===== src/sv/cct_pkg.sv =====
`timescale 1ns / 1ps
// cct_pkg: types, constants and mate score helpers for the clustered
// transposition table; no dependencies
package cct_pkg;

  localparam int CLUSTERS    = 4096;   // power of two, cluster index is the low hash bits
  localparam int WAYS        = 4;
  localparam int MATE_SCORE  = 32000;
  localparam int MATE_WINDOW = 512;

  localparam int CIDX_W = $clog2(CLUSTERS);
  localparam int WAY_W  = (WAYS > 1) ? $clog2(WAYS) : 1;
  localparam int TAG_W  = 32;
  localparam int GEN_W  = 6;

  localparam logic [1:0] BOUND_EXACT = 2'd3;
  localparam logic signed [11:0] DEPTH_SLACK = 12'sd2;
  localparam logic signed [9:0]  DEPTH_MAX   = 10'sd255;

  localparam logic signed [17:0] MATE_LO = 18'(MATE_SCORE - MATE_WINDOW);
  localparam logic signed [17:0] SAT_HI  = 18'sd32767;
  localparam logic signed [17:0] SAT_LO  = -18'sd32768;

  typedef enum logic [1:0] {
    OP_PROBE      = 2'd0,
    OP_SAVE       = 2'd1,
    OP_NEW_SEARCH = 2'd2,
    OP_CLEAR      = 2'd3
  } op_t;

  typedef enum logic [1:0] {
    ST_CLEAR,
    ST_IDLE,
    ST_EXEC
  } state_t;

  typedef struct packed {
    logic [TAG_W-1:0]    tag;
    logic signed [15:0]  score;
    logic signed [15:0]  pos_eval;
    logic [15:0]         move;
    logic [7:0]          depth;
    logic [1:0]          bound;
    logic [GEN_W-1:0]    gen;
  } entry_t;

  typedef entry_t [WAYS-1:0] cluster_t;

  localparam int CLUSTER_W = $bits(cluster_t);

  typedef struct packed {
    logic             hit;
    logic [WAY_W-1:0] way;
  } lookup_t;

  function automatic logic signed [15:0] sat16(input logic signed [17:0] v);
    if (v > SAT_HI) return 16'sh7fff;
    else if (v < SAT_LO) return 16'sh8000;
    else return v[15:0];
  endfunction

  // mate distance from root -> distance from this node
  function automatic logic signed [15:0] to_table(input logic signed [15:0] s,
                                                  input logic [7:0] ply);
    logic signed [17:0] s18;
    logic signed [17:0] p18;
    s18 = 18'(s);
    p18 = $signed({10'b0, ply});
    if (s18 >= MATE_LO) return sat16(s18 + p18);
    else if (s18 <= -MATE_LO) return sat16(s18 - p18);
    else return s;
  endfunction

  // mate distance from this node -> distance from root
  function automatic logic signed [15:0] from_table(input logic signed [15:0] s,
                                                    input logic [7:0] ply);
    logic signed [17:0] s18;
    logic signed [17:0] p18;
    s18 = 18'(s);
    p18 = $signed({10'b0, ply});
    if (s18 >= MATE_LO) return sat16(s18 - p18);
    else if (s18 <= -MATE_LO) return sat16(s18 + p18);
    else return s;
  endfunction

endpackage


===== src/sv/cct_lookup.sv =====
`timescale 1ns / 1ps
// cct_lookup: tag match and replacement way choice over one cluster
// depends on cct_pkg
module cct_lookup (
  input  cct_pkg::cluster_t             cluster,
  input  logic [cct_pkg::TAG_W-1:0]     tag,
  input  logic [cct_pkg::GEN_W-1:0]     generation,
  output cct_pkg::lookup_t              result
);

  always_comb begin
    logic [7:0]                best;
    logic [7:0]                eff;
    logic [cct_pkg::WAY_W-1:0] rep;
    logic [cct_pkg::WAY_W-1:0] match_way;
    logic                      found;
    best      = (cluster[0].gen == generation) ? cluster[0].depth : 8'd0;
    rep       = '0;
    match_way = '0;
    found     = 1'b0;
    for (int i = 0; i < cct_pkg::WAYS; i++) begin
      eff = (cluster[i].gen == generation) ? cluster[i].depth : 8'd0;
      if (!found && cluster[i].tag == tag) begin
        found     = 1'b1;
        match_way = cct_pkg::WAY_W'(i);
      end
      // first lowest effective depth wins
      if (best > eff) begin
        best = eff;
        rep  = cct_pkg::WAY_W'(i);
      end
    end
    result.hit = found;
    result.way = found ? match_way : rep;
  end

endmodule


===== config.mk =====
export PLATFORM = sky130hd
export DESIGN_NAME = cct_lookup
export DESIGN_NICKNAME = d
export VERILOG_FILES = /design/src/sv/cct_pkg.sv /design/src/sv/cct_lookup.sv
export SDC_FILE = /design/constraint.sdc
export NUM_CORES = 1
export LEC_CHECK = 0
export BUFFER_PORTS_ARGS = -buffer_cell sky130_fd_sc_hd__buf_2
export CAP_MARGIN = 20
export CORE_AREA = 2 2 165 167
export DETAILED_ROUTE_END_ITERATION = 8
export DIE_AREA = 0 0 167 169
export GPL_TIMING_DRIVEN = 0
export PLACE_DENSITY = 0.4
export SETUP_SLACK_MARGIN = 0.1
export SYNTH_ARGS = -nofsm -noshare
export SYNTH_HDL_FRONTEND = slang
export SYNTH_SLANG_ARGS = --single-unit

===== constraint.sdc =====
create_clock -name vclk -period 7.5
set_clock_uncertainty 0.1 [all_clocks]
set_input_delay 0.375 -clock vclk [all_inputs]
set_output_delay 0.375 -clock vclk [all_outputs]
set_load 0.1 [all_outputs]

Word level (Yosys, flattened, before mapping)
Index checks and enable logic that the tools add are counted.
- output and inout bits: 3
- logic and storage cells: 34
- flip-flop bits (word level): 0
- multiplexer cells: 17
- magnitude comparators: 3
- reduce and logical (&&, ||, !) cells: 6
- equal/unequal tests: 8
- operators with widths (operator ; count):
    32-bit == test ; 4
    8-bit 2-to-1 mux ; 6
    6-bit == test ; 4
    8-bit > comparator ; 3
    2-bit 2-to-1 mux ; 5
    1-bit 2-to-1 mux ; 6
    1-bit logical AND ; 3
    1-bit logical NOT ; 3

Longest topological paths before layout
- depth in word-level cells: 12
- gate-level depth with buffers: 30
- gate-level depth less buffers: 28

Worst setup path after synthesis
Ideal clock, no wire load.
- kind: input to output
- from: input generation[3] (netlist name)
- to: output result[0] (netlist name)
- slack: 72 ps
- cell stages on the path: 28
- buffers on the path: 2
- arrival: 6953 ps
- cells stage by stage: buf_6 xnor2_1 nand4_1 nor2_1 nand2_1 ha_1 and3_1 a221o_1 a21oi_1 o31a_1 a2bb2oi_4 mux2_4 inv_1 ha_1 and3_1 o21a_1 a2111oi_0 o21ai_0 o211ai_1 buf_1 mux2i_1 ha_1 nand3_1 o22ai_1 nor2_1 o211ai_1 o211ai_1 a31oi_1
- RTL lines (what ; line ; source):
    from (decl) ; cct_lookup.sv:7 ; input logic [cct_pkg::GEN_W-1:0] generation,
    to (decl) ; cct_lookup.sv:8 ; output cct_pkg::lookup_t result

==> results.md <==
- Antenna violations before repair: 10
- Arrival time worst endpoint: 6.35 ns
- Final Cycle Share: 90.97%
- CP Capture Type: output pin
- DRT Pass-1 Iters: 4
- Port Buffers: 221
- DR vias: 3205
- Total Routed Length: 16.32 mm
- Crit-path max cell delay: 0.37 ns
- Row count: 60
- Sequential power share: 0%
- Largest net degree at the start of global routing: 11
- Setup Buffers After CTS: 0
- Sequential share of the synthesized area: 0%
- Total of max-cap violations: 0
- P_sw: 0.1339 mW
- RSZ-0062 raised after global routing: no
- DIE AREA: 28220 um2
- Routed Antenna Nets: 0
- Area Growth Syn to Fin: 58.41%
- Synth Instances: 350
- HP Class: input pin to output pin
- GR Overflow Total: 0
- Total GRT Usage: 11.04%
- Comb power frac: 100.0%
- Number of library cell types mapped by synthesis: 32
- Slew @ Worst Pin: 1.142 ns
- Fin cells: 919
- Vias per std cell: 3.487
- Vias in the first global route: 3370
- Reg area: 0 um2
- DPL Wire Length: 15.45 mm
- Initial drt markers: 111
- Core area: 26500 um2
- Startpoint Class: input pin
- Post_cts resized: 0
- Die H: 169 um
- Ratio of cells with drive above 1 in the final layout: 42.13%
- Post-route setup slack: 0.6770 ns
- Maximum clock frequency: 146.6 MHz
- I/O pin total: 425
- Pwr dens: 57.90 nW/um2
- Final hold viol count: 0
- Final #Nets: 1019
- Net switching share of the total power: 54.20%
- Status: finished, final reports clean
- Critical Path RT: 7.03 ns
- Internal power: 0.1131 mW
- Die width: 167 um
- Pre-CTS setup slack: 0.1366 ns
- CP max FO: 10
- Hold bufs inserted after CTS: 0
- Layout clock buffer count: 0
- Syn_nets: 795
- Placed instance count: 913
- Synth warn: 0
- Number of sequential cells: 0
- Tmin final: 6.823 ns
- Leakage: 2.006 nW
- Syn_area_per_cell: 7.693 um2
- Drt wl/cell: 17.76 um
- Worst VDD drop: 23.77 uV
- Synthesized area: 2693 um2
- First-pass GRT wire length: 22.74 mm
- Hold Path Origin: cluster[81]
- Final setup vio count: 0
- CP Launch Point: generation[0]
- Initial Util: 10.16%
- Post-route DRC violation count: 0
- GP Congestion: 0.7978
- Slew Limit Fails: 0
- Critical path type: input pin to output pin
- Setup_tns: 0 ns
- Worst path slowest cell: clkbuf_4
- Clock share of power: 0%
- Max-slew headroom: 23.18%
-- final cells by class --
type,count,area [um2]
antenna,6,15.01
inverter,19,71.32
tap,341,426.7
buffer,5,50.05
multi-input combinational,326,2584
timing repair buffer,222,1119
fill,3121,22240
-- worst max-delay path: cells and delay by family --
| kind | cells | cell delay, ns |
|---|---|---|
| AOI/OAI and AO/OA | 12 | 2.25 |
| and+or+nand+nor | 7 | 1.27 |
| buffers and inverters | 4 | 0.92 |
| adders and majority gates | 3 | 0.85 |
| muxes | 2 | 0.48 |
| xor gates and xnor gates | 1 | 0.16 |
-- synth_stat cells, types with 2 or more instances --
library cell / count / area, um2
o211ai_1: 3 / 22.52
and3_1: 4 / 25.02
mux2_4: 6 / 90.09
xnor2_1: 83 / 727.0
nor4_1: 20 / 125.1
ha_1: 23 / 287.8
and2_1: 2 / 12.51
o21ai_0: 2 / 10.01
inv_1: 19 / 71.32
mux2i_1: 9 / 90.09
nand3_1: 5 / 25.02
nor3_1: 2 / 10.01
buf_6: 4 / 45.04
nand4_1: 27 / 168.9
nand2_1: 41 / 153.9
xnor2_2: 2 / 32.53
a21oi_1: 5 / 25.02
xor2_1: 68 / 595.6
nor2_1: 10 / 37.54
a21o_1: 2 / 15.01
a31oi_1: 2 / 12.51
-- power groups by stage --
stage               Combinational (mW)  Sequential [mW]     Clock, mW
floorplan                        0.132                0             0
global placement                 0.248                0             0
detailed placement               0.249                0             0
CTS                              0.251                0             0
global route                     0.271                0  0.0000000178
finish                           0.247                0   0.000000107
-- logic make-up after synthesis --
logic type,synth area share [%]
xor gates and xnor gates,50.33
and+or+nand+nor,21.19
buffers and inverters,4.461
adders and majority gates,10.69
AOI/OAI and AO/OA,6.227
muxes,7.110
-- metal layers --
layer	GRT usage [%]	up-vias	share of wire [%]
met2	19.16	161	46
met3	3.624	6	9.8
met4	0	4	0.037
met1	14.17	1368	44
met5	0	-	0.17
li1	-	1666	-
-- cells in the final DEF (no fill, tap or decap), drive strengths merged, types with 2 or more instances in the layout --
| master | count |
|---|---|
| and2 | 2 |
| o21ai | 2 |
| ha | 23 |
| and3 | 4 |
| o211ai | 3 |
| a21oi | 5 |
| nor2 | 10 |
| mux2i | 9 |
| nor3 | 2 |
| a21o | 2 |
| mux2 | 7 |
| nand2 | 41 |
| inv | 19 |
| xnor2 | 85 |
| a31oi | 2 |
| clkbuf | 3 |
| xor2 | 68 |
| nor4 | 20 |
| diode | 6 |
| nand3 | 5 |
| buf | 224 |
| nand4 | 27 |
-- final timing paths --
path | cells past startpoint | slack [ns] | endpoint
hold / removal | 7 | 1.42 | result[2]
setup / recovery | 29 | 0.68 | result[1]
-- metrics by stage --
stage | hold WS [ns] | cell area (um2) | power, mW | utilization, %
floorplan | 1.190 | 2699 | 0.1318 | -
global placement | 1.390 | 4232 | 0.2484 | 15.97
detailed placement | 1.397 | 4239 | 0.2492 | 16.00
CTS | 1.408 | 4239 | 0.2507 | 16.00
global route | 1.543 | 4253 | 0.2708 | 16.05
finish | 1.416 | 4265 | 0.2470 | 16.10
Note: power is estimated with default switching activity, not from simulation.
